**config.mk**
```make
export PLATFORM = sky130hd
export DESIGN_NAME = csv_stream_parser
export DESIGN_NICKNAME = d
export VERILOG_FILES = /design/src/rtl/csvp_pkg.sv /design/src/rtl/csvp_front.sv /design/src/rtl/csvp_core.sv /design/src/rtl/csvp_out_fifo.sv /design/src/rtl/csv_stream_parser.sv
export SDC_FILE = /design/constraint.sdc
export NUM_CORES = 1
export LEC_CHECK = 0
export BUFFER_PORTS_ARGS = -buffer_cell sky130_fd_sc_hd__buf_2
export CAP_MARGIN = 10
export CORE_ASPECT_RATIO = 2
export CORE_MARGIN = 3
export CORE_UTILIZATION = 56
export CTS_CLUSTER_DIAMETER = 40
export DETAILED_ROUTE_END_ITERATION = 10
export GPL_TIMING_DRIVEN = 0
export PLACE_DENSITY = 0.84
export SLEW_MARGIN = 20
export SYNTH_ARGS = -nofsm -noshare
export SYNTH_HDL_FRONTEND = slang
export SYNTH_SLANG_ARGS = --single-unit
```
**constraint.sdc**
```tcl
create_clock -name clk -period 5.1 [get_ports clk]
set_input_delay 0.255 -clock clk [delete_from_list [all_inputs] [get_ports clk]]
set_output_delay 0.255 -clock clk [all_outputs]
set_load 0.01 [all_outputs]
```
**src/rtl/csvp_pkg.sv**
```systemverilog
// ----------------------------------------------------------------------------
// csvp_pkg: shared types and constants for the CSV stream parser
// Holds the byte classes, result kinds, status codes, the register indexes
// and the records that pass between the front queue, the parser core and
// the result queue.
// ----------------------------------------------------------------------------
package csvp_pkg;

  // Default build values
  localparam int MAX_COLUMNS_DEF    = 256;
  localparam int ROW_COUNT_BITS_DEF = 16;

  // Queue depths (powers of two)
  localparam int IN_DEPTH  = 4;
  localparam int OUT_DEPTH = 4;

  // Field widths fixed by the interface
  localparam int BYTE_W   = 8;
  localparam int COL_W    = 8;
  localparam int ROW_W    = 16;
  localparam int LIMIT_W  = 16;

  // Special source bytes
  localparam logic [7:0] CH_QUOTE = 8'h22;
  localparam logic [7:0] CH_COMMA = 8'h2C;
  localparam logic [7:0] CH_LF    = 8'h0A;
  localparam logic [7:0] CH_CR    = 8'h0D;

  // Input command
  typedef enum logic {
    CMD_BYTE = 1'b0,
    CMD_END  = 1'b1
  } cmd_t;

  // Configuration register indexes
  typedef enum logic {
    REG_ROW_LIMIT_ENABLE = 1'b0,
    REG_ROW_LIMIT        = 1'b1
  } reg_idx_t;

  // Byte class worked out on entry
  typedef enum logic [2:0] {
    CLS_OTHER,
    CLS_QUOTE,
    CLS_COMMA,
    CLS_LF,
    CLS_CR
  } cls_t;

  // Result kinds
  typedef enum logic [2:0] {
    KIND_BYTE      = 3'd0,
    KIND_FIELD_END = 3'd1,
    KIND_ROW_END   = 3'd2,
    KIND_ERROR     = 3'd3,
    KIND_DONE      = 3'd4
  } kind_t;

  // Status codes
  typedef enum logic [2:0] {
    ST_OK          = 3'd0,
    ST_QUOTE_MID   = 3'd1,
    ST_TEXT_AFTER  = 3'd2,
    ST_OPEN_QUOTE  = 3'd3,
    ST_ROW_LIMIT   = 3'd4,
    ST_RAGGED      = 3'd5,
    ST_NO_ROWS     = 3'd6,
    ST_TOO_MANY    = 3'd7
  } status_t;

  // Classified input item
  typedef struct packed {
    cmd_t        cmd;
    logic [7:0]  data;
    cls_t        cls;
  } item_t;

  // One result transaction
  typedef struct packed {
    kind_t       kind;
    logic [7:0]  field_byte;
    logic [7:0]  column;
    logic [15:0] row;
    status_t     status;
    logic        last;
  } res_t;

  // Write request from the core into the result queue
  typedef struct packed {
    logic [1:0] cnt;
    res_t       r0;
    res_t       r1;
  } res_wr_t;

  // Sort a source byte into its class
  function automatic cls_t classify(input logic [7:0] b);
    cls_t c;
    c = CLS_OTHER;
    unique case (b)
      CH_QUOTE: c = CLS_QUOTE;
      CH_COMMA: c = CLS_COMMA;
      CH_LF:    c = CLS_LF;
      CH_CR:    c = CLS_CR;
      default:  c = CLS_OTHER;
    endcase
    return c;
  endfunction

endpackage

```
**src/rtl/csvp_front.sv**
```systemverilog
// ----------------------------------------------------------------------------
// csvp_front: input queue with byte classification
// Accepts push transactions, tags each source byte with its class and holds
// the items in a short queue for the parser core.
// ----------------------------------------------------------------------------
module csvp_front (
  input  logic            clk,
  input  logic            rst,
  input  logic            push,
  output logic            full,
  input  logic            cmd,
  input  logic [7:0]      source_byte,
  output logic            item_valid,
  output csvp_pkg::item_t item,
  input  logic            item_take
);

  localparam int AW = $clog2(csvp_pkg::IN_DEPTH);
  localparam int CW = $clog2(csvp_pkg::IN_DEPTH + 1);

  csvp_pkg::item_t mem [csvp_pkg::IN_DEPTH];
  logic [AW-1:0]   wptr;
  logic [AW-1:0]   rptr;
  logic [CW-1:0]   count;
  logic            wr_en;
  logic            rd_en;
  csvp_pkg::item_t wr_item;

  assign full       = (count == CW'(csvp_pkg::IN_DEPTH));
  assign item_valid = (count != '0);
  assign item       = mem[rptr];
  assign wr_en      = push && !full;
  assign rd_en      = item_take && item_valid;

  // classify on entry
  always_comb begin
    wr_item.cmd  = csvp_pkg::cmd_t'(cmd);
    wr_item.data = source_byte;
    wr_item.cls  = csvp_pkg::classify(source_byte);
  end

  // storage
  always_ff @(posedge clk) begin
    if (wr_en) begin
      mem[wptr] <= wr_item;
    end
  end

  // pointers and fill level
  always_ff @(posedge clk) begin
    if (rst) begin
      wptr  <= '0;
      rptr  <= '0;
      count <= '0;
    end else begin
      if (wr_en) wptr <= wptr + AW'(1);
      if (rd_en) rptr <= rptr + AW'(1);
      priority case ({wr_en, rd_en})
        2'b10:   count <= count + CW'(1);
        2'b01:   count <= count - CW'(1);
        default: count <= count;
      endcase
    end
  end

endmodule

```
**src/rtl/csvp_core.sv**
```systemverilog
// ----------------------------------------------------------------------------
// csvp_core: CSV parse state machine
// Takes one classified item per cycle whenever the result queue has room
// for two results, updates the quote, row and column state and hands up to
// two results to the result queue.
// ----------------------------------------------------------------------------
module csvp_core #(
  parameter int MAX_COLUMNS    = csvp_pkg::MAX_COLUMNS_DEF,
  parameter int ROW_COUNT_BITS = csvp_pkg::ROW_COUNT_BITS_DEF
) (
  input  logic                           clk,
  input  logic                           rst,
  input  logic                           item_valid,
  input  csvp_pkg::item_t                item,
  output logic                           item_take,
  input  logic [$clog2(csvp_pkg::OUT_DEPTH+1)-1:0] out_level,
  output csvp_pkg::res_wr_t              wr,
  input  logic                           row_limit_enable,
  input  logic [csvp_pkg::LIMIT_W-1:0]   row_limit
);

  localparam int CIW = (MAX_COLUMNS > 2) ? $clog2(MAX_COLUMNS) : 1;
  localparam int FW  = $clog2(MAX_COLUMNS + 1);
  localparam int RW  = ROW_COUNT_BITS;
  localparam int LW  = (RW > csvp_pkg::LIMIT_W) ? RW : csvp_pkg::LIMIT_W;
  localparam int LVW = $clog2(csvp_pkg::OUT_DEPTH + 1);

  // quote phases
  typedef enum logic [1:0] {
    QP_OUT     = 2'd0,
    QP_IN      = 2'd1,
    QP_PENDING = 2'd2
  } qphase_t;

  // parse state
  qphase_t           quote_phase, quote_phase_next;
  logic              after_cr, after_cr_next;
  logic              field_has_text, field_has_text_next;
  logic              quote_closed, quote_closed_next;
  logic              row_just_ended, row_just_ended_next;
  logic              any_byte_seen, any_byte_seen_next;
  logic [CIW-1:0]    col_pos, col_pos_next;
  logic [RW-1:0]     row_count, row_count_next;
  logic [FW-1:0]     first_row_width, first_row_width_next;
  logic              ragged_seen, ragged_seen_next;
  csvp_pkg::status_t error_code, error_code_next;

  // room for the worst case of two results
  assign item_take = item_valid && (out_level <= LVW'(csvp_pkg::OUT_DEPTH - 2));

  // next state and results
  always_comb begin
    csvp_pkg::res_t res [2];
    logic [1:0]     n;
    logic           skip;
    logic           closed;
    logic           fin;
    logic           over;
    logic [FW-1:0]  width;
    logic [RW-1:0]  row_new;
    logic           ragged_new;

    res[0] = '0;
    res[1] = '0;
    n      = '0;
    skip   = 1'b0;
    closed = 1'b0;
    fin    = 1'b0;
    over   = 1'b0;
    width  = FW'(col_pos) + FW'(1);
    row_new    = (row_count == '1) ? row_count : row_count + RW'(1);
    ragged_new = ragged_seen ||
                 ((first_row_width != '0) && (first_row_width != width));

    quote_phase_next     = quote_phase;
    after_cr_next        = after_cr;
    field_has_text_next  = field_has_text;
    quote_closed_next    = quote_closed;
    row_just_ended_next  = row_just_ended;
    any_byte_seen_next   = any_byte_seen;
    col_pos_next         = col_pos;
    row_count_next       = row_count;
    first_row_width_next = first_row_width;
    ragged_seen_next     = ragged_seen;
    error_code_next      = error_code;

    if (item.cmd == csvp_pkg::CMD_BYTE) begin
      // source byte; ignored once an error is latched
      if (error_code == csvp_pkg::ST_OK) begin
        any_byte_seen_next = 1'b1;
        if (after_cr) begin
          after_cr_next = 1'b0;
          skip = (item.cls == csvp_pkg::CLS_LF);
        end
        if (!skip) begin
          if (quote_phase == QP_IN) begin
            if (item.cls == csvp_pkg::CLS_QUOTE) begin
              quote_phase_next = QP_PENDING;
            end else begin
              res[0] = '{csvp_pkg::KIND_BYTE, item.data, 8'(col_pos),
                         16'(row_count), csvp_pkg::ST_OK, 1'b0};
              n = 2'd1;
            end
          end else if (quote_phase == QP_PENDING && item.cls == csvp_pkg::CLS_QUOTE) begin
            // doubled quote inside quotes
            quote_phase_next = QP_IN;
            res[0] = '{csvp_pkg::KIND_BYTE, csvp_pkg::CH_QUOTE, 8'(col_pos),
                       16'(row_count), csvp_pkg::ST_OK, 1'b0};
            n = 2'd1;
          end else begin
            // outside quotes, possibly just closing a pending quote
            closed = quote_closed || (quote_phase == QP_PENDING);
            if (quote_phase == QP_PENDING) begin
              quote_phase_next  = QP_OUT;
              quote_closed_next = 1'b1;
            end
            unique case (item.cls)
              csvp_pkg::CLS_QUOTE: begin
                if (field_has_text || closed) begin
                  error_code_next = csvp_pkg::ST_QUOTE_MID;
                  res[0] = '{csvp_pkg::KIND_ERROR, 8'h00, 8'(col_pos),
                             16'(row_count), csvp_pkg::ST_QUOTE_MID, 1'b0};
                  n = 2'd1;
                end else begin
                  quote_phase_next    = QP_IN;
                  row_just_ended_next = 1'b0;
                end
              end
              csvp_pkg::CLS_COMMA: begin
                if (col_pos == CIW'(MAX_COLUMNS - 1)) begin
                  error_code_next = csvp_pkg::ST_TOO_MANY;
                  res[0] = '{csvp_pkg::KIND_ERROR, 8'h00, 8'(col_pos),
                             16'(row_count), csvp_pkg::ST_TOO_MANY, 1'b0};
                  n = 2'd1;
                end else begin
                  res[0] = '{csvp_pkg::KIND_FIELD_END, 8'h00, 8'(col_pos),
                             16'(row_count), csvp_pkg::ST_OK, 1'b0};
                  n = 2'd1;
                  col_pos_next        = col_pos + CIW'(1);
                  field_has_text_next = 1'b0;
                  quote_closed_next   = 1'b0;
                  row_just_ended_next = 1'b0;
                end
              end
              csvp_pkg::CLS_LF, csvp_pkg::CLS_CR: begin
                // row end
                res[0] = '{csvp_pkg::KIND_ROW_END, 8'h00, 8'(col_pos),
                           16'(row_count), csvp_pkg::ST_OK, 1'b0};
                n = 2'd1;
                if (first_row_width == '0) first_row_width_next = width;
                ragged_seen_next    = ragged_new;
                row_count_next      = row_new;
                col_pos_next        = '0;
                field_has_text_next = 1'b0;
                quote_closed_next   = 1'b0;
                row_just_ended_next = 1'b1;
                over = row_limit_enable && (LW'(row_new) > LW'(row_limit));
                if (over) begin
                  error_code_next = csvp_pkg::ST_ROW_LIMIT;
                  res[1] = '{csvp_pkg::KIND_ERROR, 8'h00, 8'h00,
                             16'(row_new), csvp_pkg::ST_ROW_LIMIT, 1'b0};
                  n = 2'd2;
                end else if (item.cls == csvp_pkg::CLS_CR) begin
                  after_cr_next = 1'b1;
                end
              end
              default: begin
                if (closed) begin
                  error_code_next = csvp_pkg::ST_TEXT_AFTER;
                  res[0] = '{csvp_pkg::KIND_ERROR, 8'h00, 8'(col_pos),
                             16'(row_count), csvp_pkg::ST_TEXT_AFTER, 1'b0};
                  n = 2'd1;
                end else begin
                  res[0] = '{csvp_pkg::KIND_BYTE, item.data, 8'(col_pos),
                             16'(row_count), csvp_pkg::ST_OK, 1'b0};
                  n = 2'd1;
                  field_has_text_next = 1'b1;
                  row_just_ended_next = 1'b0;
                end
              end
            endcase
          end
        end
      end
    end else begin
      // end of input: final result, then back to the reset state
      if (error_code != csvp_pkg::ST_OK) begin
        res[0] = '{csvp_pkg::KIND_DONE, 8'h00, 8'h00, 16'(row_count), error_code, 1'b1};
        n = 2'd1;
      end else if (quote_phase == QP_IN) begin
        res[0] = '{csvp_pkg::KIND_ERROR, 8'h00, 8'(col_pos), 16'(row_count),
                   csvp_pkg::ST_OPEN_QUOTE, 1'b1};
        n = 2'd1;
      end else begin
        fin = any_byte_seen && !row_just_ended;
        if (fin) begin
          res[0] = '{csvp_pkg::KIND_ROW_END, 8'h00, 8'(col_pos),
                     16'(row_count), csvp_pkg::ST_OK, 1'b0};
          over = row_limit_enable && (LW'(row_new) > LW'(row_limit));
        end else begin
          row_new    = row_count;
          ragged_new = ragged_seen;
        end
        if (over) begin
          res[1] = '{csvp_pkg::KIND_ERROR, 8'h00, 8'h00, 16'(row_new),
                     csvp_pkg::ST_ROW_LIMIT, 1'b1};
        end else if (row_new == '0) begin
          res[1] = '{csvp_pkg::KIND_ERROR, 8'h00,
                     fin ? 8'h00 : 8'(col_pos), 16'(row_new),
                     csvp_pkg::ST_NO_ROWS, 1'b1};
        end else if (ragged_new) begin
          res[1] = '{csvp_pkg::KIND_ERROR, 8'h00, 8'h00, 16'(row_new),
                     csvp_pkg::ST_RAGGED, 1'b1};
        end else begin
          res[1] = '{csvp_pkg::KIND_DONE, 8'h00, 8'h00, 16'(row_new),
                     csvp_pkg::ST_OK, 1'b1};
        end
        // move the final result down when no row end went first
        if (fin) begin
          n = 2'd2;
        end else begin
          res[0] = res[1];
          res[1] = '0;
          n = 2'd1;
        end
      end
      quote_phase_next     = QP_OUT;
      after_cr_next        = 1'b0;
      field_has_text_next  = 1'b0;
      quote_closed_next    = 1'b0;
      row_just_ended_next  = 1'b0;
      any_byte_seen_next   = 1'b0;
      col_pos_next         = '0;
      row_count_next       = '0;
      first_row_width_next = '0;
      ragged_seen_next     = 1'b0;
      error_code_next      = csvp_pkg::ST_OK;
    end

    wr.cnt = item_take ? n : 2'd0;
    wr.r0  = res[0];
    wr.r1  = res[1];
  end

  // state register
  always_ff @(posedge clk) begin
    if (rst) begin
      quote_phase     <= QP_OUT;
      after_cr        <= 1'b0;
      field_has_text  <= 1'b0;
      quote_closed    <= 1'b0;
      row_just_ended  <= 1'b0;
      any_byte_seen   <= 1'b0;
      col_pos         <= '0;
      row_count       <= '0;
      first_row_width <= '0;
      ragged_seen     <= 1'b0;
      error_code      <= csvp_pkg::ST_OK;
    end else if (item_take) begin
      quote_phase     <= quote_phase_next;
      after_cr        <= after_cr_next;
      field_has_text  <= field_has_text_next;
      quote_closed    <= quote_closed_next;
      row_just_ended  <= row_just_ended_next;
      any_byte_seen   <= any_byte_seen_next;
      col_pos         <= col_pos_next;
      row_count       <= row_count_next;
      first_row_width <= first_row_width_next;
      ragged_seen     <= ragged_seen_next;
      error_code      <= error_code_next;
    end
  end

endmodule

```
**src/rtl/csvp_out_fifo.sv**
```systemverilog
// ----------------------------------------------------------------------------
// csvp_out_fifo: result queue
// Takes up to two results per cycle from the parser core and presents the
// oldest one on the pop side.
// ----------------------------------------------------------------------------
module csvp_out_fifo (
  input  logic              clk,
  input  logic              rst,
  input  csvp_pkg::res_wr_t wr,
  output logic [$clog2(csvp_pkg::OUT_DEPTH+1)-1:0] level,
  output logic              empty,
  input  logic              pop,
  output csvp_pkg::res_t    head
);

  localparam int AW = $clog2(csvp_pkg::OUT_DEPTH);
  localparam int CW = $clog2(csvp_pkg::OUT_DEPTH + 1);

  csvp_pkg::res_t mem [csvp_pkg::OUT_DEPTH];
  logic [AW-1:0]  wptr;
  logic [AW-1:0]  rptr;
  logic [CW-1:0]  count;
  logic           rd_en;

  assign empty = (count == '0);
  assign level = count;
  assign head  = mem[rptr];
  assign rd_en = pop && !empty;

  // storage: two write slots
  always_ff @(posedge clk) begin
    if (wr.cnt != 2'd0) begin
      mem[wptr] <= wr.r0;
    end
    if (wr.cnt == 2'd2) begin
      mem[wptr + AW'(1)] <= wr.r1;
    end
  end

  // pointers and fill level
  always_ff @(posedge clk) begin
    if (rst) begin
      wptr  <= '0;
      rptr  <= '0;
      count <= '0;
    end else begin
      wptr  <= wptr + AW'(wr.cnt);
      if (rd_en) rptr <= rptr + AW'(1);
      count <= count + CW'(wr.cnt) - CW'(rd_en);
    end
  end

endmodule

```
**src/rtl/csv_stream_parser.sv**
```systemverilog
// ----------------------------------------------------------------------------
// csv_stream_parser: streaming CSV reader
// Decodes CSV source bytes into field bytes, field ends and row ends with
// column and row numbers, and reports syntax and table errors.
// ----------------------------------------------------------------------------
//  channel  | direction | handshake          | payload
//  ---------+-----------+--------------------+--------------------------------
//  input    | in        | push / full        | cmd, source_byte
//  result   | out       | empty / pop        | kind, field_byte, column, row,
//           |           |                    | status, last
//  config   | in        | cfg_valid/cfg_ready| cfg_index, cfg_data
//
// One item per cycle is taken while the result queue has room; the parser
// core needs room for two results in the four-entry result queue before it
// updates its state. The first result of an item is registered in the input
// queue and then in the result queue before it reaches the result ports.
// Synchronous reset empties both queues, clears the parse state and sets the
// registers to row limit off, limit 65535. A stalled result side fills the
// result queue, then the input queue, and then raises full.
// ----------------------------------------------------------------------------
module csv_stream_parser #(
  parameter int MAX_COLUMNS    = csvp_pkg::MAX_COLUMNS_DEF,
  parameter int ROW_COUNT_BITS = csvp_pkg::ROW_COUNT_BITS_DEF
) (
  input  logic        clk,
  input  logic        rst,
  // input queue side
  input  logic        push,
  output logic        full,
  input  logic        cmd,
  input  logic [7:0]  source_byte,
  // result queue side
  output logic        empty,
  input  logic        pop,
  output logic [2:0]  kind,
  output logic [7:0]  field_byte,
  output logic [7:0]  column,
  output logic [15:0] row,
  output logic [2:0]  status,
  output logic        last,
  // configuration
  input  logic        cfg_valid,
  output logic        cfg_ready,
  input  logic        cfg_index,
  input  logic [15:0] cfg_data
);

  localparam int LVW = $clog2(csvp_pkg::OUT_DEPTH + 1);

  logic                         item_valid;
  csvp_pkg::item_t              item;
  logic                         item_take;
  csvp_pkg::res_wr_t            wr;
  logic [LVW-1:0]               out_level;
  csvp_pkg::res_t               head;
  logic                         row_limit_enable;
  logic [csvp_pkg::LIMIT_W-1:0] row_limit;

  // configuration registers
  assign cfg_ready = 1'b1;

  always_ff @(posedge clk) begin
    if (rst) begin
      row_limit_enable <= 1'b0;
      row_limit        <= '1;
    end else if (cfg_valid && cfg_ready) begin
      unique case (csvp_pkg::reg_idx_t'(cfg_index))
        csvp_pkg::REG_ROW_LIMIT_ENABLE: row_limit_enable <= cfg_data[0];
        csvp_pkg::REG_ROW_LIMIT:        row_limit        <= cfg_data;
        default:                        row_limit        <= row_limit;
      endcase
    end
  end

  csvp_front u_front (
    .clk         (clk),
    .rst         (rst),
    .push        (push),
    .full        (full),
    .cmd         (cmd),
    .source_byte (source_byte),
    .item_valid  (item_valid),
    .item        (item),
    .item_take   (item_take)
  );

  csvp_core #(
    .MAX_COLUMNS    (MAX_COLUMNS),
    .ROW_COUNT_BITS (ROW_COUNT_BITS)
  ) u_core (
    .clk              (clk),
    .rst              (rst),
    .item_valid       (item_valid),
    .item             (item),
    .item_take        (item_take),
    .out_level        (out_level),
    .wr               (wr),
    .row_limit_enable (row_limit_enable),
    .row_limit        (row_limit)
  );

  csvp_out_fifo u_out (
    .clk   (clk),
    .rst   (rst),
    .wr    (wr),
    .level (out_level),
    .empty (empty),
    .pop   (pop),
    .head  (head)
  );

  // result fields
  assign kind       = head.kind;
  assign field_byte = head.field_byte;
  assign column     = head.column;
  assign row        = head.row;
  assign status     = head.status;
  assign last       = head.last;

  // result queue never takes more than it has room for
  a_no_overflow: assert property (@(posedge clk) disable iff (rst)
    (wr.cnt != 2'd0) |-> (LVW'(out_level) + LVW'(wr.cnt) <= LVW'(csvp_pkg::OUT_DEPTH)))
    else $error("result queue overflow");

  // the closing result of a parse is a done or an error
  a_last_kind: assert property (@(posedge clk) disable iff (rst)
    (!empty && last) |-> (kind == csvp_pkg::KIND_DONE || kind == csvp_pkg::KIND_ERROR))
    else $error("last set on a non-final result");

  // only field bytes carry data
  a_byte_zero: assert property (@(posedge clk) disable iff (rst)
    (!empty && kind != csvp_pkg::KIND_BYTE) |-> (field_byte == 8'h00))
    else $error("field_byte set on a marker result");

  // status is only reported by error and done results
  a_status_ok: assert property (@(posedge clk) disable iff (rst)
    (!empty && kind != csvp_pkg::KIND_DONE && kind != csvp_pkg::KIND_ERROR)
      |-> (status == csvp_pkg::ST_OK))
    else $error("status set on a data result");

endmodule

```
# After elaboration in Yosys (flattened, before gate mapping)
# Memory sizes are Yosys's and may differ from the RTL's. A register that Yosys moved wholly into a read port is not among the register bits.
# Cells that the tools add are included.
dict set report totals {
  regBits 75
  mem_bits_rw 204
  in_bits 31
  out_inout_bits 42
  elab_cells 248
  memories 2
}
dict set report classes {
  addsub 12
  order_cmp 2
  n_eq_ne 29
  muxes 143
  n_bitwise 1
  n_reduce_logical 40
}
# memory words word_bits read_ports rd_clocked_by_memory_dff write_ports line
set mem_list {}
lappend mem_list {u_out.mem 4 39 1 1 2 csvp_out_fifo.sv:19} ;# csvp_pkg::res_t mem [csvp_pkg::OUT_DEPTH];
lappend mem_list {u_front.mem 4 12 1 1 1 csvp_front.sv:21} ;# csvp_pkg::item_t mem [csvp_pkg::IN_DEPTH];
# op n
set op_table {}
lappend op_table {{2-to-1 mux 39 bit} 12}
lappend op_table {{2-to-1 mux 78 bit} 4}
lappend op_table {{2-to-1 mux 16 bit} 11}
lappend op_table {{2-to-1 mux 38 bit} 4}
lappend op_table {{case mux 39 bit (3 select lines)} 1}
lappend op_table {{2-to-1 mux 9 bit} 7}
lappend op_table {{2-to-1 mux 1 bit} 56}
lappend op_table {{2-to-1 mux 8 bit} 7}
lappend op_table {{2-to-1 mux 2 bit} 23}
lappend op_table {{2-to-1 mux 36 bit} 1}
lappend op_table {{2-to-1 mux 3 bit} 9}
lappend op_table {{adder 16 x 1 -> 16 bit, second input constant} 1}
lappend op_table {{equality test 16 bit, second input constant} 1}
lappend op_table {{equality test 8 x 4 -> 1 bit, second input constant} 2}
lappend op_table {{equality test 8 x 6 -> 1 bit, second input constant} 2}
lappend op_table {{> comparator 16 bit} 1}
lappend op_table {{logical NOT 16 bit} 1}
lappend op_table {{case mux 8 bit (2 select lines)} 1}
lappend op_table {{AND reduction 8 bit} 2}
lappend op_table {{AND reduction 7 bit} 2}
lappend op_table {{case mux 3 bit (4 select lines)} 1}
lappend op_table {{nonzero test 2 bit} 5}
lappend op_table {{adder 8 x 1 -> 9 bit, second input constant} 1}
lappend op_table {{logical NOT 9 bit} 1}
lappend op_table {{39 further kinds} 71}

# Longest topological paths before layout
dict set report depth {
  ltp_word 15
  depth_mapped 20
  depth_no_buf 19
}

# Modules after synthesis
# From an unflattened synthesis, not the netlist that was laid out.
dict set report hier_totals {
  hier_cells 1196
  hier_area_um2 15213.3
}
# module n_inst cells_per_inst area_each_um2 seq_area_each_um2
set by_module_without_submodules {}
lappend by_module_without_submodules {csvp_out_fifo 1 424 8041.5 4864.7}
lappend by_module_without_submodules {csvp_core 1 588 4239.1 880.8}
lappend by_module_without_submodules {csvp_front 1 123 2272.2 1621.6}
lappend by_module_without_submodules {csv_stream_parser 1 61 660.6 340.3}

# Worst setup path after synthesis
# Ideal clock, no wire load.
dict set report synth_timing {
  path_type {register to register}
  from {register u_core.row_count[0]}
  to {memory u_out.mem[0][0] (netlist name) (enable)}
  setup_time_ns 0.388
  t_arrival_ns 4.413
  required_ns 4.712
  path_slack_ns 0.298
  stages_incl_launch_ff 18
  path_buffers 2
  period_less_slack_ns 4.802
  path_cell_list {dfxtp_1 -> ha_1 -> nand3_1 -> nor2_1 -> a21oi_1 -> and3_1 -> xor2_1 -> ha_1 -> a21oi_1 -> o21ai_0 -> a221o_1 -> o31a_1 -> o221ai_1 -> a22o_1 -> buf_2 -> nand2_2 -> clkbuf_1 -> nand2_1}
}
# element line
set synth_rtl {}
lappend synth_rtl {{start, declared} csvp_core.sv:43} ;# logic [RW-1:0] row_count, row_count_next;
lappend synth_rtl {{start signal, assigned} csvp_core.sv:267} ;# row_count <= row_count_next;
lappend synth_rtl {{end, declared} csvp_out_fifo.sv:19}

==> results.py <==
metrics = {
    "finish": {
        "synthToLayoutAreaGrowth_pct": 14.0,
        "fillCellCount": 1944,
        "drive_above_1_share": 0.200,
        "final_cell_mix": "edfxtp_1, nand2_1, dfxtp_1, buf_2, nor2_1",
        "final_common_cell": "edfxtp_1",
        "n_antenna_cell": 0,
        "final_cell_count_no_fill": 1736,
        "layout.nets": 1442,
    },
    "logic_synthesis": {
        "ys_types": 80,
        "synth_edf_count": 172,
        "avgSynthCellArea_um2": 11.3,
        "synth_cells": 1262,
        "synth.area.top_cells": "edfxtp_1, dfxtp_1, mux4_2",
        "synth_flop_cell": "edfxtp_1",
        "syn_nets": 1322,
        "synthesis.area_um2": 14300,
        "synth_top_area_frac": 0.362,
        "seq_area_frac_synth": 0.517,
        "synthArstFlopShare": 0,
        "synth_top_area_cell": "edfxtp_1",
        "yosysWarnings": 0,
        "synth_seq_cells": 283,
    },
    "flow_run": {
        "drv_cap": 0,
    },
    "floorplan": {
        "die-area_um2": 27600,
        "fp.dieW_um": 119,
        "io_pins": 73,
        "die_h_um": 232,
        "start_util": 0.568,
        "core_um2": 25100,
        "rows": 82,
    },
    "min_path": {
        "hp-start": "cfg_data[7]",
        "hold-path-endpoint": "row_limit[7]$_SDFFE_PP1P_",
        "hp-class": "in -> reg",
        "min_path_cells": 3,
    },
    "outcome": {
        "outcome": "finished, final reports clean",
    },
    "timing": {
        "hold_ws_ns": 0.0418,
        "hold_viol_final": 0,
        "setup_slack_ns": 0.103,
        "timing.fmax_ghz": 0.200,
        "slew_headroom": 0.350,
        "period_share": 0.980,
        "slew_viol_final": 0,
        "tightest_slew_ns": 0.963,
        "finClkSkew_ns": 0.0141,
        "period_needed_ns": 5.00,
        "setup_viol": 0,
    },
    "route": {
        "drtPass1Iterations": 9,
        "drcViolationCount": 0,
        "vias": 11100,
        "routedWlPerCell_um": 22.3,
        "wl_um": 38700,
        "first_iter_violations": 903,
        "vias_per_cell": 6.41,
        "ant_nets": 0,
    },
    "placed_design": {
        "gp_congestion": 0.990,
        "pre_cts_ws_ns": -0.876,
        "place.detailed.hpwl_um": 28800,
        "placedCellCount": 1673,
        "portBuffers": 71,
    },
    "worst_setup_path": {
        "path_class": "reg -> reg",
        "r2r_slack_ns": 0.10,
        "cp-end-kind": "flip-flop",
        "timing.rr.end": "u_out.mem[2][25]$_DFFE_PP_",
        "reg2reg_from": "u_core.row_count[0]$_SDFFE_PP0P_",
        "cp.arrival_ns": 5.24,
        "cp.required_ns": 5.34,
        "worstRegToRegCells": 18,
        "cp_max_fo": 23,
        "cp-start-kind": "flip-flop",
        "startpoint": "u_core.row_count[0]$_SDFFE_PP0P_",
    },
    "power_and_ir_drop": {
        "power.leakage_uw": 0.00576,
        "vdd_drop_max_mv": 0.353,
        "total_power_uw": 8040,
        "power_density_nw_per_um2": 494,
    },
    "clock_network": {
        "cts_sinks": 283,
        "root_buffer": "clkbuf_16",
        "clkSlewWorstSetupHoldPaths_ns": 0.07,
        "numCtsBuffers": 25,
        "cts_tree": "done",
        "h-tree-depth": 1,
        "cts_buffer_depth": 3,
        "worstSkewPairLatency_ns": 0.54,
    },
    "global_route": {
        "grtUsageTotal": 0.279,
        "grt_max_degree": 24,
        "antenna_found_initial": 0,
        "grt_pass1_wl_um": 60700,
        "first_global_vias": 11200,
        "overflow": 0,
    },
}
==> area by class of cell <==
type                            count  area, um^2  share of cell area
Tap cell                          336         420              0.0258
Sequential cell                   283        7390               0.454
Timing Repair Buffer               93         603              0.0370
Buffer                             91         438              0.0269
Inverter                           36         135             0.00830
Clock buffer                       32         662              0.0406
Clock inverter                     13         125             0.00768
Multi-Input combinational cell    852        6510               0.400
==> timing repair <==
action / 4_1_cts / 5_1_grt
hold buffers: 10 / 0
setup endpoints to repair: 269 / 242
endpoints found under the hold margin: 37 / 0
pin swaps: 1 / 4
setup buffers: 1 / 7
resized for setup: 28 / 14
==> cells by family after synthesis <==
| kind of cell | synth area share |
|---|---|
| simple gates | 0.144 |
| compound gates | 0.147 |
| flops | 0.517 |
| buf+inv | 0.0390 |
| mux | 0.0975 |
| xor+xnor | 0.0275 |
| fa+ha+maj | 0.0272 |
| other cells | 0.000263 |
==> flip-flops by register name, summed over array words and instances, names as in the netlist, named ones only <==
| register | flops |
|---|---|
| u_core.ragged_seen | 1 |
| u_core.field_has_text | 1 |
| u_core.after_cr | 1 |
| u_front.rptr | 2 |
| u_core.row_count | 16 |
| u_core.error_code | 3 |
| u_core.row_just_ended | 1 |
| u_out.mem | 156 |
| u_core.col_pos | 8 |
| row_limit_enable | 1 |
| u_front.count | 3 |
| u_front.wptr | 2 |
| u_out.level | 3 |
| u_out.wptr | 2 |
| u_core.any_byte_seen | 1 |
| u_core.first_row_width | 9 |
| u_front.mem | 48 |
| u_core.quote_phase | 2 |
| u_core.quote_closed | 1 |
| u_out.rptr | 2 |
| row_limit | 16 |
==> power breakdown <==
| group | internal, uW | switching (uW) |
|---|---|---|
| sequential | 2900 | 176 |
| combinational | 1160 | 1950 |
| clock | 990 | 865 |
==> how the worst max path moves through the flow <==
stage | end | cells past startpoint
after floorplan | u_out.mem[0][0]$_DFFE_PP_ | 17
after global placement | u_out.mem[0][26]$_DFFE_PP_ | 17
after detailed placement | u_out.mem[0][26]$_DFFE_PP_ | 18
after CTS | u_out.mem[0][2]$_DFFE_PP_ | 18
after global routing | u_out.mem[0][2]$_DFFE_PP_ | 19
final | u_out.mem[2][25]$_DFFE_PP_ | 18
==> per-stage QoR <==
step	cell area, um^2	utilization	TNS, ns
2_1_floorplan	14300	-	0
3_3_place_gp	15100	0.599	-219.07
3_5_place_dp	15200	0.603	-114.89
4_1_cts	16200	0.643	0
5_1_grt	16300	0.648	-0.203
6_report	16300	0.648	0
==> cell usage after synthesis, types with 5 or more instances <==
| cell type | number |
|---|---|
| edfxtp_1 | 172 |
| nand2_1 | 118 |
| dfxtp_1 | 111 |
| nor2_1 | 86 |
| o22ai_1 | 76 |
| a21oi_1 | 54 |
| nor3_1 | 51 |
| clkbuf_1 | 50 |
| mux4_2 | 50 |
| and2_1 | 40 |
| inv_1 | 36 |
| ha_1 | 27 |
| o21ai_0 | 26 |
| and3_1 | 24 |
| xnor2_1 | 23 |
| buf_2 | 21 |
| mux2i_1 | 21 |
| a31oi_1 | 20 |
| a211o_1 | 18 |
| a22oi_1 | 18 |
| nand3_1 | 18 |
| a31o_2 | 16 |
| nor2b_1 | 15 |
| nand2b_1 | 14 |
| buf_1 | 10 |
| nor4_1 | 10 |
| nand4_1 | 9 |
| xor2_1 | 9 |
| a32oi_1 | 6 |
| or3_1 | 6 |
| a2111oi_4 | 5 |
| a211oi_1 | 5 |
| buf_6 | 5 |
| mux2_2 | 5 |
| o2111ai_1 | 5 |
| or2_2 | 5 |
| xnor3_1 | 5 |
==> critical path: stages (launching register included) <==
cell and delay [ns]:
dfxtp_2 0.43, ha_1 0.27, nand3_2 0.20, nor2_4 0.25, a21oi_4 0.13, and3_1 0.26, xor2_2 0.21, ha_1 0.29
a21oi_1 0.15, o21ai_0 0.11, a221o_1 0.40, o31a_1 0.26, buf_4 0.17, o221ai_1 0.29, a22o_1 0.26, nand2_1 0.21
clkbuf_2 0.31, nand2_4 0.24, buf_12 0.22
==> per-layer routing <==
| layer | vias up | global-route usage | part of all wire |
|---|---|---|---|
| li1 | 5043 | - | - |
| met1 | 5346 | 0.291 | 0.33 |
| met2 | 563 | 0.531 | 0.55 |
| met3 | 171 | 0.0358 | 0.059 |
| met4 | 0 | 0.159 | 0.057 |
| met5 | - | 0 | 0 |
No activity file was read; power rests on OpenSTA's default activity.
